--- config.mk ---
export PLATFORM = sky130hd
export DESIGN_NAME = deflate_fixed_huffman_encoder_unit
export DESIGN_NICKNAME = d
export VERILOG_FILES = /design/src/hdl/dfhe_pkg.sv /design/src/hdl/dfhe_fifo.sv /design/src/hdl/dfhe_front.sv /design/src/hdl/dfhe_back.sv /design/src/hdl/deflate_fixed_huffman_encoder_unit.sv
export SDC_FILE = /design/constraint.sdc
export NUM_CORES = 1
export LEC_CHECK = 0
export ABC_AREA = 1
export BUFFER_PORTS_ARGS = -buffer_cell sky130_fd_sc_hd__buf_2
export CAP_MARGIN = 10
export CORE_AREA = 10 10 232 234
export DETAILED_ROUTE_END_ITERATION = 8
export DIE_AREA = 0 0 242 244
export SLEW_MARGIN = 15
export SYNTH_ARGS = -nofsm -noshare
export SYNTH_HDL_FRONTEND = slang
export SYNTH_SLANG_ARGS = --single-unit
--- constraint.sdc ---
create_clock -name clock -period 10.3 [get_ports clock]
set_input_delay 1.03 -clock clock [delete_from_list [all_inputs] [get_ports clock]]
set_output_delay 1.03 -clock clock [all_outputs]
set_load 0.02 [all_outputs]
--- src/hdl/dfhe_pkg.sv ---
package dfhe_pkg;

   // Default queue depths.
   localparam int TOKEN_DEPTH  = 4;
   localparam int RESULT_DEPTH = 2;

   // A match token is at most 8 + 5 + 5 + 13 bits.
   localparam int TOK_BITS_W  = 31;
   localparam int TOK_COUNT_W = 5;
   // Up to seven pending bits plus one full token.
   localparam int ACC_W       = 38;
   localparam int ACC_COUNT_W = 6;

   typedef enum logic [2:0] {
      ACT_BLOCK_START  = 3'd0,
      ACT_LITERAL      = 3'd1,
      ACT_MATCH        = 3'd2,
      ACT_END_OF_BLOCK = 3'd3,
      ACT_FLUSH        = 3'd4
   } action_type;

   localparam logic [8:0]  SYM_END_OF_BLOCK = 9'd256;
   localparam logic [8:0]  SYM_LEN_FIRST    = 9'd257;
   localparam logic [8:0]  LEN_MIN          = 9'd3;
   localparam logic [8:0]  LEN_MAX          = 9'd258;
   localparam logic [15:0] DIST_MIN         = 16'd1;
   localparam logic [15:0] DIST_MAX         = 16'd32768;
   localparam logic [3:0]  BLOCK_HEAD_BITS  = 4'd3;
   localparam logic [4:0]  DIST_CODE_BITS   = 5'd5;

   localparam logic [8:0] LEN_BASE [0:28] = '{
      9'd3, 9'd4, 9'd5, 9'd6, 9'd7, 9'd8, 9'd9, 9'd10, 9'd11, 9'd13, 9'd15, 9'd17,
      9'd19, 9'd23, 9'd27, 9'd31, 9'd35, 9'd43, 9'd51, 9'd59, 9'd67, 9'd83, 9'd99,
      9'd115, 9'd131, 9'd163, 9'd195, 9'd227, 9'd258
   };
   localparam logic [2:0] LEN_EXTRA [0:28] = '{
      3'd0, 3'd0, 3'd0, 3'd0, 3'd0, 3'd0, 3'd0, 3'd0, 3'd1, 3'd1, 3'd1, 3'd1,
      3'd2, 3'd2, 3'd2, 3'd2, 3'd3, 3'd3, 3'd3, 3'd3, 3'd4, 3'd4, 3'd4, 3'd4,
      3'd5, 3'd5, 3'd5, 3'd5, 3'd0
   };
   localparam logic [15:0] DIST_BASE [0:29] = '{
      16'd1, 16'd2, 16'd3, 16'd4, 16'd5, 16'd7, 16'd9, 16'd13, 16'd17, 16'd25,
      16'd33, 16'd49, 16'd65, 16'd97, 16'd129, 16'd193, 16'd257, 16'd385,
      16'd513, 16'd769, 16'd1025, 16'd1537, 16'd2049, 16'd3073, 16'd4097,
      16'd6145, 16'd8193, 16'd12289, 16'd16385, 16'd24577
   };
   localparam logic [3:0] DIST_EXTRA [0:29] = '{
      4'd0, 4'd0, 4'd0, 4'd0, 4'd1, 4'd1, 4'd2, 4'd2, 4'd3, 4'd3, 4'd4, 4'd4,
      4'd5, 4'd5, 4'd6, 4'd6, 4'd7, 4'd7, 4'd8, 4'd8, 4'd9, 4'd9, 4'd10, 4'd10,
      4'd11, 4'd11, 4'd12, 4'd12, 4'd13, 4'd13
   };

   typedef struct packed {
      logic [8:0] code;   // already reversed, first bit in bit 0
      logic [3:0] n;
   } litlen_code_type;

   // Classified item between the two front stages.
   typedef struct packed {
      logic [8:0]  head_code;
      logic [3:0]  head_n;
      logic [4:0]  len_ext;
      logic [2:0]  len_ext_n;
      logic [4:0]  dist_rev;
      logic [12:0] dist_ext;
      logic [3:0]  dist_ext_n;
      logic        is_match;
      logic        is_flush;
   } front_type;

   typedef struct packed {
      logic [TOK_BITS_W-1:0]  bits;
      logic [TOK_COUNT_W-1:0] count;
      logic                   flush;
   } token_type;

   typedef struct packed {
      logic [7:0] out_byte;
      logic       last_of_run;
   } result_type;

   // Fixed literal/length code, reversed so that the code's MSB goes out first.
   function automatic litlen_code_type litlen_code(input logic [8:0] sym);
      litlen_code_type r;
      logic [8:0]      code;
      logic [8:0]      rev;
      priority if (sym <= 9'd143) begin
         code = sym + 9'h030;
         r.n  = 4'd8;
      end else if (sym <= 9'd255) begin
         code = sym - 9'd144 + 9'h190;
         r.n  = 4'd9;
      end else if (sym <= 9'd279) begin
         code = sym - 9'd256;
         r.n  = 4'd7;
      end else begin
         code = sym - 9'd280 + 9'h0C0;
         r.n  = 4'd8;
      end
      for (int i = 0; i < 9; i++) begin
         rev[i] = code[8-i];
      end
      r.code = rev >> (4'd9 - r.n);
      return r;
   endfunction

endpackage

--- src/hdl/dfhe_fifo.sv ---
module dfhe_fifo #(
   parameter int WIDTH = 8,
   parameter int DEPTH = 2
) (
   input  logic             clock,
   input  logic             reset,
   input  logic             push,
   input  logic [WIDTH-1:0] push_data,
   output logic             full,
   input  logic             pop,
   output logic [WIDTH-1:0] pop_data,
   output logic             empty
);

   localparam int AW = (DEPTH > 1) ? $clog2(DEPTH) : 1;
   localparam int CW = $clog2(DEPTH + 1);

   logic [WIDTH-1:0] mem_ff [DEPTH];
   logic [AW-1:0]    wr_ptr_ff, wr_ptr_in;
   logic [AW-1:0]    rd_ptr_ff, rd_ptr_in;
   logic [CW-1:0]    count_ff, count_in;
   logic             do_push, do_pop;

   assign full     = (count_ff == CW'(DEPTH));
   assign empty    = (count_ff == '0);
   assign do_push  = push && !full;
   assign do_pop   = pop && !empty;
   assign pop_data = mem_ff[rd_ptr_ff];

   always_comb begin
      wr_ptr_in = wr_ptr_ff;
      rd_ptr_in = rd_ptr_ff;
      count_in  = count_ff;
      if (do_push) begin
         wr_ptr_in = (wr_ptr_ff == AW'(DEPTH - 1)) ? '0 : wr_ptr_ff + 1'b1;
      end
      if (do_pop) begin
         rd_ptr_in = (rd_ptr_ff == AW'(DEPTH - 1)) ? '0 : rd_ptr_ff + 1'b1;
      end
      if (do_push && !do_pop) begin
         count_in = count_ff + 1'b1;
      end else if (do_pop && !do_push) begin
         count_in = count_ff - 1'b1;
      end
   end

   always_ff @(posedge clock) begin
      if (reset) begin
         wr_ptr_ff <= '0;
         rd_ptr_ff <= '0;
         count_ff  <= '0;
      end else begin
         wr_ptr_ff <= wr_ptr_in;
         rd_ptr_ff <= rd_ptr_in;
         count_ff  <= count_in;
      end
   end

   always_ff @(posedge clock) begin
      if (do_push) begin
         mem_ff[wr_ptr_ff] <= push_data;
      end
   end

endmodule

--- src/hdl/dfhe_front.sv ---
module dfhe_front (
   input  logic                 clock,
   input  logic                 reset,
   input  logic                 req_push,
   output logic                 req_full,
   input  logic [2:0]           req_action,
   input  logic                 req_final_block,
   input  logic [7:0]           req_literal_byte,
   input  logic [8:0]           req_copy_length,
   input  logic [15:0]          req_copy_distance,
   output logic                 tok_push,
   output dfhe_pkg::token_type  tok_data,
   input  logic                 tok_full
);

   dfhe_pkg::front_type       stage_ff, stage_in;
   logic                      stage_valid_ff, stage_valid_in;
   logic                      advance, accept;
   logic [8:0]                len_sat;
   logic [15:0]               dist_sat;
   logic [4:0]                lc, dc;
   dfhe_pkg::litlen_code_type head;
   logic                      known;
   logic [4:0]                off_len, off_dist_code, off_dist_ext;

   // Stage A classifies the item; stage B assembles its bits into a token.
   assign advance = !stage_valid_ff || !tok_full;
   assign req_full = !advance;
   assign accept  = req_push && advance;

   always_comb begin
      len_sat = req_copy_length;
      if (req_copy_length < dfhe_pkg::LEN_MIN) begin
         len_sat = dfhe_pkg::LEN_MIN;
      end else if (req_copy_length > dfhe_pkg::LEN_MAX) begin
         len_sat = dfhe_pkg::LEN_MAX;
      end
      dist_sat = req_copy_distance;
      if (req_copy_distance < dfhe_pkg::DIST_MIN) begin
         dist_sat = dfhe_pkg::DIST_MIN;
      end else if (req_copy_distance > dfhe_pkg::DIST_MAX) begin
         dist_sat = dfhe_pkg::DIST_MAX;
      end
      lc = '0;
      for (int i = 1; i < 29; i++) begin
         if (dfhe_pkg::LEN_BASE[i] <= len_sat) begin
            lc = 5'(i);
         end
      end
      dc = '0;
      for (int i = 1; i < 30; i++) begin
         if (dfhe_pkg::DIST_BASE[i] <= dist_sat) begin
            dc = 5'(i);
         end
      end
   end

   always_comb begin
      stage_in            = '0;
      known               = 1'b1;
      head                = dfhe_pkg::litlen_code({1'b0, req_literal_byte});
      stage_in.len_ext    = 5'(len_sat - dfhe_pkg::LEN_BASE[lc]);
      stage_in.len_ext_n  = dfhe_pkg::LEN_EXTRA[lc];
      stage_in.dist_rev   = {dc[0], dc[1], dc[2], dc[3], dc[4]};
      stage_in.dist_ext   = 13'(dist_sat - dfhe_pkg::DIST_BASE[dc]);
      stage_in.dist_ext_n = dfhe_pkg::DIST_EXTRA[dc];
      unique case (dfhe_pkg::action_type'(req_action))
         dfhe_pkg::ACT_BLOCK_START: begin
            // BFINAL first, then BTYPE = 01.
            head.code = {7'd1, req_final_block};
            head.n    = dfhe_pkg::BLOCK_HEAD_BITS;
         end
         dfhe_pkg::ACT_LITERAL: begin
         end
         dfhe_pkg::ACT_MATCH: begin
            head              = dfhe_pkg::litlen_code(dfhe_pkg::SYM_LEN_FIRST + 9'(lc));
            stage_in.is_match = 1'b1;
         end
         dfhe_pkg::ACT_END_OF_BLOCK: begin
            head = dfhe_pkg::litlen_code(dfhe_pkg::SYM_END_OF_BLOCK);
         end
         dfhe_pkg::ACT_FLUSH: begin
            stage_in.is_flush = 1'b1;
         end
         default: begin
            known = 1'b0;
         end
      endcase
      stage_in.head_code = head.code;
      stage_in.head_n    = head.n;
   end

   // Unused action codes are taken and dropped.
   always_comb begin
      stage_valid_in = stage_valid_ff;
      if (advance) begin
         stage_valid_in = accept && known;
      end
   end

   always_ff @(posedge clock) begin
      if (reset) begin
         stage_valid_ff <= 1'b0;
      end else begin
         stage_valid_ff <= stage_valid_in;
      end
   end

   always_ff @(posedge clock) begin
      if (advance) begin
         stage_ff <= stage_in;
      end
   end

   always_comb begin
      off_len       = 5'(stage_ff.head_n);
      off_dist_code = off_len + 5'(stage_ff.len_ext_n);
      off_dist_ext  = off_dist_code + dfhe_pkg::DIST_CODE_BITS;
      tok_data.flush = stage_ff.is_flush;
      if (stage_ff.is_flush) begin
         tok_data.bits  = '0;
         tok_data.count = '0;
      end else if (stage_ff.is_match) begin
         tok_data.bits  = dfhe_pkg::TOK_BITS_W'(stage_ff.head_code)
                        | (dfhe_pkg::TOK_BITS_W'(stage_ff.len_ext) << off_len)
                        | (dfhe_pkg::TOK_BITS_W'(stage_ff.dist_rev) << off_dist_code)
                        | (dfhe_pkg::TOK_BITS_W'(stage_ff.dist_ext) << off_dist_ext);
         tok_data.count = off_dist_ext + 5'(stage_ff.dist_ext_n);
      end else begin
         tok_data.bits  = dfhe_pkg::TOK_BITS_W'(stage_ff.head_code);
         tok_data.count = off_len;
      end
   end

   assign tok_push = stage_valid_ff;

`ifndef NO_ASSERTIONS
   a_stage_holds: assert property (@(posedge clock) disable iff (reset)
      (stage_valid_ff && tok_full) |=> (stage_valid_ff && $stable(stage_ff)))
      else $error("classified item changed while the token queue was full");
   a_token_nonempty: assert property (@(posedge clock) disable iff (reset)
      (stage_valid_ff && !stage_ff.is_flush) |-> (tok_data.count >= 5'd3))
      else $error("token without bits for a coding item");
`endif

endmodule

--- src/hdl/dfhe_back.sv ---
module dfhe_back (
   input  logic                 clock,
   input  logic                 reset,
   input  logic                 tok_valid,
   input  dfhe_pkg::token_type  tok_data,
   output logic                 tok_pop,
   output logic                 out_push,
   output dfhe_pkg::result_type out_data,
   input  logic                 out_full
);

   localparam int AW = dfhe_pkg::ACC_W;
   localparam int NW = dfhe_pkg::ACC_COUNT_W;

   logic [AW-1:0] acc_ff, acc_in;
   logic [NW-1:0] acc_n_ff, acc_n_in;
   logic [AW-1:0] after_acc;
   logic [NW-1:0] after_n;
   logic          emit, load;

   // A byte leaves and the next token merges in during the same cycle.
   assign emit = (acc_n_ff >= NW'(8)) && !out_full;

   always_comb begin
      after_acc = emit ? (acc_ff >> 8) : acc_ff;
      after_n   = emit ? (acc_n_ff - NW'(8)) : acc_n_ff;
      load      = tok_valid && (after_n < NW'(8));
      acc_in    = after_acc;
      acc_n_in  = after_n;
      if (load) begin
         if (tok_data.flush) begin
            acc_n_in = (after_n != '0) ? NW'(8) : '0;
         end else begin
            acc_in   = after_acc | (AW'(tok_data.bits) << after_n[2:0]);
            acc_n_in = after_n + NW'(tok_data.count);
         end
      end
   end

   assign tok_pop              = load;
   assign out_push             = emit;
   assign out_data.out_byte    = acc_ff[7:0];
   assign out_data.last_of_run = (acc_n_ff < NW'(16));

   always_ff @(posedge clock) begin
      if (reset) begin
         acc_ff   <= '0;
         acc_n_ff <= '0;
      end else begin
         acc_ff   <= acc_in;
         acc_n_ff <= acc_n_in;
      end
   end

`ifndef NO_ASSERTIONS
   a_count_bound: assert property (@(posedge clock) disable iff (reset)
      acc_n_ff <= NW'(AW))
      else $error("bit count exceeds the accumulator");
   a_upper_zero: assert property (@(posedge clock) disable iff (reset)
      (acc_ff >> acc_n_ff) == '0)
      else $error("bits above the count are not zero");
   a_run_continues: assert property (@(posedge clock) disable iff (reset)
      (out_push && !out_data.last_of_run) |=> (acc_n_ff >= NW'(8)))
      else $error("run ended without a last byte");
`endif

endmodule

--- src/hdl/deflate_fixed_huffman_encoder_unit.sv ---
// Channel   Direction  Handshake            Payload
// req_      in         push / full          action, final_block, literal_byte,
//                                           copy_length, copy_distance
// rsp_      out        empty / pop          out_byte, last_of_run
//
// An item is taken every cycle while the token queue has room; unused action
// codes are taken and dropped. The bit packer sends one byte per cycle while
// the result queue has room; an item that completes bytes holds it until they
// are sent (a match completes up to four). Reset clears the pending bits and
// both queues. A stalled result side backs up the packer, then the token queue,
// then req_full.
module deflate_fixed_huffman_encoder_unit #(
   parameter int TOKEN_DEPTH  = dfhe_pkg::TOKEN_DEPTH,
   parameter int RESULT_DEPTH = dfhe_pkg::RESULT_DEPTH
) (
   input  logic        clock,
   input  logic        reset,
   input  logic        req_push,
   output logic        req_full,
   input  logic [2:0]  req_action,
   input  logic        req_final_block,
   input  logic [7:0]  req_literal_byte,
   input  logic [8:0]  req_copy_length,
   input  logic [15:0] req_copy_distance,
   output logic        rsp_empty,
   input  logic        rsp_pop,
   output logic [7:0]  rsp_out_byte,
   output logic        rsp_last_of_run
);

   dfhe_pkg::token_type  tok_in_data, tok_out_data;
   logic                 tok_push, tok_full, tok_pop, tok_empty;
   dfhe_pkg::result_type res_in_data, res_out_data;
   logic                 res_push, res_full;

   dfhe_front u_front (
      .clock             (clock),
      .reset             (reset),
      .req_push          (req_push),
      .req_full          (req_full),
      .req_action        (req_action),
      .req_final_block   (req_final_block),
      .req_literal_byte  (req_literal_byte),
      .req_copy_length   (req_copy_length),
      .req_copy_distance (req_copy_distance),
      .tok_push          (tok_push),
      .tok_data          (tok_in_data),
      .tok_full          (tok_full)
   );

   dfhe_fifo #(
      .WIDTH ($bits(dfhe_pkg::token_type)),
      .DEPTH (TOKEN_DEPTH)
   ) u_token_queue (
      .clock     (clock),
      .reset     (reset),
      .push      (tok_push),
      .push_data (tok_in_data),
      .full      (tok_full),
      .pop       (tok_pop),
      .pop_data  (tok_out_data),
      .empty     (tok_empty)
   );

   dfhe_back u_back (
      .clock     (clock),
      .reset     (reset),
      .tok_valid (!tok_empty),
      .tok_data  (tok_out_data),
      .tok_pop   (tok_pop),
      .out_push  (res_push),
      .out_data  (res_in_data),
      .out_full  (res_full)
   );

   dfhe_fifo #(
      .WIDTH ($bits(dfhe_pkg::result_type)),
      .DEPTH (RESULT_DEPTH)
   ) u_result_queue (
      .clock     (clock),
      .reset     (reset),
      .push      (res_push),
      .push_data (res_in_data),
      .full      (res_full),
      .pop       (rsp_pop),
      .pop_data  (res_out_data),
      .empty     (rsp_empty)
   );

   assign rsp_out_byte    = res_out_data.out_byte;
   assign rsp_last_of_run = res_out_data.last_of_run;

endmodule
## Yosys cells after proc, flatten, opt, wreduce, memory -nomap -nowiden

Memories as Yosys holds them, arrays and structs flattened. A register that Yosys moved wholly into a read port is not among the register bits.
Cells that the tools add are included.

- Register bits: 94
- Memory bits (writable): 166
- ROM bits: 1024
- Input port bits: 41
- Output and inout bits: 11
- Logic and storage cells: 273
- Memories kept: 6

- Add/subtract/negate cells: 27
- Order comparisons: 70
- Eq/ne operators: 8
- Shift operators: 6
- Multiplexer cells: 104
- Bitwise operators: 6
- Reductions and logical operators: 30

Memory list:

| name | words | width | read ports | clocked after Yosys merged registers in | write ports | line | source |
|---|---|---|---|---|---|---|---|
| (no name shown) | 32 | 16 | 1 | 0 | 0 | dfhe_front.sv:65 | `stage_in.dist_ext = 13'(dist_sat - dfhe_pkg::DIST_BASE[dc]);` |
| (no name shown) | 32 | 9 | 1 | 0 | 0 | dfhe_front.sv:62 | `stage_in.len_ext = 5'(len_sat - dfhe_pkg::LEN_BASE[lc]);` |
| u_token_queue.mem_ff | 4 | 37 | 1 | 1 | 1 | dfhe_fifo.sv:18 | `logic [WIDTH-1:0] mem_ff [DEPTH];` |
| (no name shown) | 32 | 4 | 1 | 1 | 0 | dfhe_front.sv:66 | `stage_in.dist_ext_n = dfhe_pkg::DIST_EXTRA[dc];` |
| (no name shown) | 32 | 3 | 1 | 1 | 0 | dfhe_front.sv:63 | `stage_in.len_ext_n = dfhe_pkg::LEN_EXTRA[lc];` |
| u_result_queue.mem_ff | 2 | 9 | 1 | 1 | 1 | dfhe_fifo.sv:18 |  |

Operators by type and width:

| kind | count |
|---|---|
| 5-bit 2-to-1 mux | 29 |
| 38-bit 2-to-1 mux | 3 |
| 4-bit 2-to-1 mux | 21 |
| 36-bit 2-to-1 mux | 2 |
| 9-bit 2-to-1 mux | 7 |
| 31-bit bitwise OR | 2 |
| 4-bit by 9-bit less-or-equal comparator with 1-bit output, first input constant | 6 |
| 3-bit by 16-bit less-or-equal comparator with 1-bit output, first input constant | 3 |
| 5-bit by 9-bit less-or-equal comparator with 1-bit output, first input constant | 5 |
| 13-bit one-hot mux with 3 select lines | 1 |
| 38-bit bitwise OR | 1 |
| 31-bit by 3-bit left shift with 38-bit output | 1 |
| 3-bit by 9-bit less-or-equal comparator with 1-bit output, first input constant | 4 |
| 6-bit by 9-bit less-or-equal comparator with 1-bit output, first input constant | 4 |
| 7-bit by 9-bit less-or-equal comparator with 1-bit output, first input constant | 4 |
| 8-bit by 9-bit less-or-equal comparator with 1-bit output, first input constant | 4 |
| 10-bit by 16-bit less-or-equal comparator with 1-bit output, first input constant | 2 |
| 11-bit by 16-bit less-or-equal comparator with 1-bit output, first input constant | 2 |
| 12-bit by 16-bit less-or-equal comparator with 1-bit output, first input constant | 2 |
| 13-bit by 16-bit less-or-equal comparator with 1-bit output, first input constant | 2 |
| 14-bit by 16-bit less-or-equal comparator with 1-bit output, first input constant | 2 |
| 15-bit by 16-bit less-or-equal comparator with 1-bit output, first input constant | 2 |
| 2-bit by 16-bit less-or-equal comparator with 1-bit output, first input constant | 2 |
| 4-bit by 16-bit less-or-equal comparator with 1-bit output, first input constant | 2 |
| other kinds (62) | 138 |

## Longest topological paths before layout

- Depth in word-level cells: 41
- Gate-level depth with buffers: 53

## Hierarchy

Synthesis repeated with hierarchy kept, for this count alone.

- Cells, all modules: 2301
- Area, all modules: 18271.3 um^2

By module, submodules not included:

| module | instances | cells an instance | area each (um^2) | sequential area each (um^2) |
|---|---|---|---|---|
| dfhe_front | 1 | 1265 | 7702.4 | 1371.3 |
| dfhe_fifo at u_token_queue | 1 | 429 | 5992.0 | 4624.4 |
| dfhe_back | 1 | 541 | 3673.5 | 880.8 |
| dfhe_fifo at u_result_queue | 1 | 65 | 899.6 | 640.6 |
| deflate_fixed_huffman_encoder_unit | 1 | 1 | 3.8 | 0.0 |

## Worst setup path after synthesis

No wires, ideal clock.

- Path kind: input to register
- From: input req_copy_distance[4]
- To: register u_front.stage_ff[18] (netlist bit) (data pin)
- Library setup time: 0.260 ns
- Data arrival time: 5.494 ns
- Data required time: 10.040 ns
- Slack: 4.547 ns
- Stages: 50
- Buffers on the path: 1
- Cell sequence: inv_1 -> nand3_1 -> nor2_1 -> nand2_1 -> nand2_2 -> buf_4 -> o21ai_0 -> nand2_1 -> inv_1 -> a31oi_2 -> nand2_1 -> nand2_1 -> nand2_1 -> nand2_1 -> nand2_1 -> nand2_1 -> nand2_1 -> nand2_1 -> [... 14 more ...] -> ha_1 -> inv_1 -> nor2_1 -> nand2_1 -> nand2_1 -> nand2_1 -> ha_1 -> a21oi_1 -> nand2_1 -> a21oi_1 -> inv_1 -> a21oi_1 -> nor2_1 -> o21ai_0 -> nand2_1 -> a21oi_1 -> xor2_1 -> xnor2_1

RTL lines:

| what | line | source |
|---|---|---|
| start, declared | deflate_fixed_huffman_encoder_unit.sv:24 | `input logic [15:0] req_copy_distance,` |
| end signal, assigned | dfhe_front.sv:111 | `stage_ff <= stage_in;` |
| end, declared | dfhe_front.sv:16 | `dfhe_pkg::front_type stage_ff, stage_in;` |

==> summary.txt <==
Status
  – Outcome: completed

Worst setup path
  – Largest stage delay, worst path: 0.71 ns
  – Reg2Reg Depth: 14
  – Top cell family by delay on the critical path: simple AND/OR/NAND/NOR gates
  – Setup crit start kind: primary input
  – Worst Path Max Fanout: 12
  – Slowest CP cell: nor2_1
  – WP data arrival: 7.27 ns
  – Crit. End Element: flip-flop
  – RR Endpoint: u_token_queue.mem_ff[3][5]
  – Worst Path Required: 10.61 ns
  – Crit-path most repeated cell: nand2_1
  – CP Buf/Inv Count: 5
  – WS Path Type: in2reg
  – R2r setup slk: 5.26 ns
  – Critical R2R Launch: u_front.off_len[2]

Yosys
  – Number of unique standard cell types used by synthesis: 67
  – Post-Synthesis Cell Area: 0.0170 sq mm
  – Post-synth ARST share: 0%
  – Sequential-to-total area share from yosys stat: 44.1%
  – EDFF count, synth: 211
  – Ys flop type: edfxtp_1
  – Syn Nets: 2265
  – Avg Cell Area, Syn: 7.89 sq um
  – Gate Count Post-Synth: 2159
  – Flops & latches, synth: 270
  – Synth warnings: 0

Detailed routing
  – Routed WL: 44800 microns
  – Detail Route Antenna Nets: 0
  – Vias post-DR: 14869
  – Routed wire per std cell: 15.7 microns
  – Initial DRC Count: 1109
  – DR vias/cell: 5.20
  – Drt drc: 0
  – Initial DRT Pass Iterations: 5

Global route
  – First-pass GRT wire length: 74100 microns
  – Largest net degree at the start of global routing: 76
  – Global Route Usage Sum: 14.7%
  – GRT Residual Overflow: 0
  – Initial antenna violation count: 0
  – Vias in the first global route: 14481

STA
  – # setup viols final: 0
  – Fin Setup TNS: 0 ns
  – Worst rel slew slack: 24.7%
  – Final period utilization: 67.5%
  – Fmax: 0.144 GHz
  – Worst Tran Pin Value: 1.13 ns
  – Max-slew violations: 0
  – Final Hold Viols: 0
  – RSZ-0062 raised after global routing: false
  – Layout Skew: 0.0121 ns
  – Final worst slack: 3.34 ns
  – Minimum clock period: 6.96 ns

Finish
  – Antenna fix cells: 0
  – Area of the multi-input gates: 0.00833 sq mm
  – Final net count: 2271
  – Reg area: 0.00752 sq mm
  – Area Growth Syn to Fin: 11.2%
  – Final core occ: 38.3%
  – Filler cells: 5160
  – Layout cell share with drive strength beyond 1: 8.73%

Clock tree
  – Number of setup buffers added after CTS: 0
  – Root Buffer: clkbuf_16
  – Post-CTS resize count: 0
  – Clock buffer count from CTS: 30
  – Clock Sinks: 270
  – Clock Pin Slew Worst Setup and Hold Paths: 0.06 ns
  – Clock latency at the later pin of the worst-skew pair: 0.56 ns
  – Clock Path Buffers: 3
  – H-tree levels: 1
  – CTS Hold Bufs: 0
  – CTS tree: done

Placed design
  – Pre-CTS WS: 2.92 ns
  – Port bufs: 51
  – Final Wtd Congestion: 0.922
  – DP HPWL: 32400 microns

Worst hold path
  – Worst Hold Launch: u_back.acc_ff[0]
  – Hold depth: 0
  – HP Class: reg2reg
  – Hold EP: u_result_queue.mem_ff[1][1]

Floorplan
  – Die footprint: 0.0590 sq mm
  – Die height: 244 microns
  – Die width: 242 microns
  – Boundary Pins: 52
  – Site Rows: 82
  – Initial Util: 34.4%
  – Core region area: 0.0495 sq mm

Power
  – Switching share of power: 41.1%
  – Psw: 1.80 mW
  – Max IR drop VDD: 0.175 mV
  – Sequential Power Share: 32.6%
  – Clock share of power: 25.3%
  – P_int: 2.58 mW
  – Combinational power share: 42.0%
  – Pwr dens: 231 mW/mm^2
  – Leak pwr: 7.60 nW

Job
  – Max Cap Viol: 0
-- kinds of logic after synthesis --
group | count (synthesis) | share of synthesized area (%)
multiplexers | 12 | 0.771
buffers and inverters | 320 | 7.17
other | 1 | 0.0220
AO/OA/AOI/OAI | 486 | 17.6
AND/OR/NAND/NOR | 981 | 24.0
XOR/XNOR | 24 | 1.23
adder cells (fa/ha/maj) | 65 | 5.04
flip-flops | 270 | 44.1
-- area by class of cell --
type                    instances  area share, %
multi-input cells            1569           44.0
flip-flops and latches        270           39.7
inverters                     227           4.51
well taps                     672           4.44
clock buffers                  37           4.15
repair buffers                 67           1.98
clock inverters                19           1.28
-- metal layers --
| metal | global-route usage (%) | wire length (microns) | vias up |
|---|---|---|---|
| met5 | 0 | 0 | - |
| met4 | 3.59 | 916 | 0 |
| met3 | 1.79 | 2010 | 61 |
| met2 | 25.1 | 21000 | 380 |
| met1 | 19.6 | 20900 | 7030 |
| li1 | - | - | 7398 |
-- placed cells by master, fill, tap and decap left out, types with 10 or more instances in the layout --
cell / instances
o21ai_0: 171
inv_2: 12
nand3_1: 69
dfxtp_1: 58
a21oi_1: 120
o211ai_1: 12
a41oi_1: 17
nand4_1: 14
clkbuf_16: 30
o22ai_1: 11
a32o_1: 29
nor3_1: 38
a31oi_1: 54
ha_1: 59
nand2_2: 14
inv_1: 209
buf_4: 16
nor2_1: 174
edfxtp_1: 211
nor4_1: 10
nand2_1: 621
xor2_1: 17
buf_2: 51
-- cells in the mapped netlist (all sizes together) (2+ instances only) --
| cell type | number | area share [%] |
|---|---|---|
| nand2 | 639 | 14 |
| inv | 222 | 4.9 |
| edfxtp | 211 | 37 |
| nor2 | 187 | 4.4 |
| o21ai | 179 | 5.3 |
| a21oi | 122 | 3.7 |
| clkbuf | 74 | 1.6 |
| nand3 | 72 | 2.2 |
| dfxtp | 59 | 6.9 |
| ha | 59 | 4.3 |
| a31oi | 57 | 2.3 |
| nor3 | 40 | 1.3 |
| a32o | 29 | 1.7 |
| buf | 19 | 0.52 |
| a41oi | 17 | 0.87 |
| xor2 | 17 | 0.87 |
| nand4 | 15 | 0.64 |
| o211ai | 12 | 0.53 |
| o22ai | 11 | 0.40 |
| nor4 | 10 | 0.37 |
| a211oi | 9 | 0.40 |
| mux2 | 9 | 0.59 |
| or2 | 9 | 0.33 |
| o21a | 7 | 0.31 |
| xnor2 | 7 | 0.36 |
| a221oi | 6 | 0.31 |
| fa | 6 | 0.71 |
| o21bai | 6 | 0.26 |
| o41ai | 6 | 0.31 |
| a21boi | 5 | 0.22 |
| a22oi | 5 | 0.22 |
| clkinv | 5 | 0.11 |
| o31ai | 5 | 0.25 |
| a2111oi | 3 | 0.15 |
| mux2i | 3 | 0.18 |
| nor3b | 3 | 0.13 |
| o221ai | 3 | 0.15 |
| and2 | 2 | 0.073 |
| nand3b | 2 | 0.088 |
| o311ai | 2 | 0.10 |
-- through the flow --
step                      std cells  total power, mW  hold slack [ns]  cell area, sq um
final                          2861             4.37            0.458             18900
after global routing           2861             4.70            0.468             18900
after CTS                      2861             4.40            0.459             18900
after detailed placement       2805             3.28            0.436             17900
after global placement         2805             3.25            0.433             17900
after floorplan                2159             2.78            0.420             17000
-- state kept, by name, summed over array words and instances, names as in the netlist, 2 cells and up, named ones only --
name	flops
u_token_queue.rd_ptr_ff	2
u_front.stage_ff	40
u_result_queue.mem_ff	18
u_back.acc_ff	38
u_back.acc_n_ff	6
u_token_queue.wr_ptr_ff	2
u_token_queue.mem_ff	148
u_token_queue.count_ff	3
u_front.off_len	4
u_result_queue.count_ff	2
-- worst max path at each step --
stage	slack (ns)	end	start	cells after the start
final	3.34	u_front.stage_ff[18]	req_copy_distance[14]	52
after global routing	2.51	u_front.stage_ff[18]	req_copy_distance[14]	52
after CTS	3.49	u_front.stage_ff[18]	req_copy_distance[14]	52
after detailed placement	2.92	u_front.stage_ff[18]	req_copy_distance[14]	52
after global placement	3.12	u_front.stage_ff[18]	req_copy_distance[14]	52
after floorplan	4.55	u_front.stage_ff[18]	req_copy_distance[4]	50
-- power groups by stage --
stage          registers, mW  logic (mW)  clock network (mW)
5_1_grt                 1.44        2.08                1.18
6_report                1.43        1.84                1.11
4_1_cts                 1.43        1.84                1.13
3_5_place_dp            1.45        1.83                   0
2_1_floorplan           1.42        1.36                   0
3_3_place_gp            1.44        1.81                   0
Note: power is estimated with default switching activity, not from simulation.
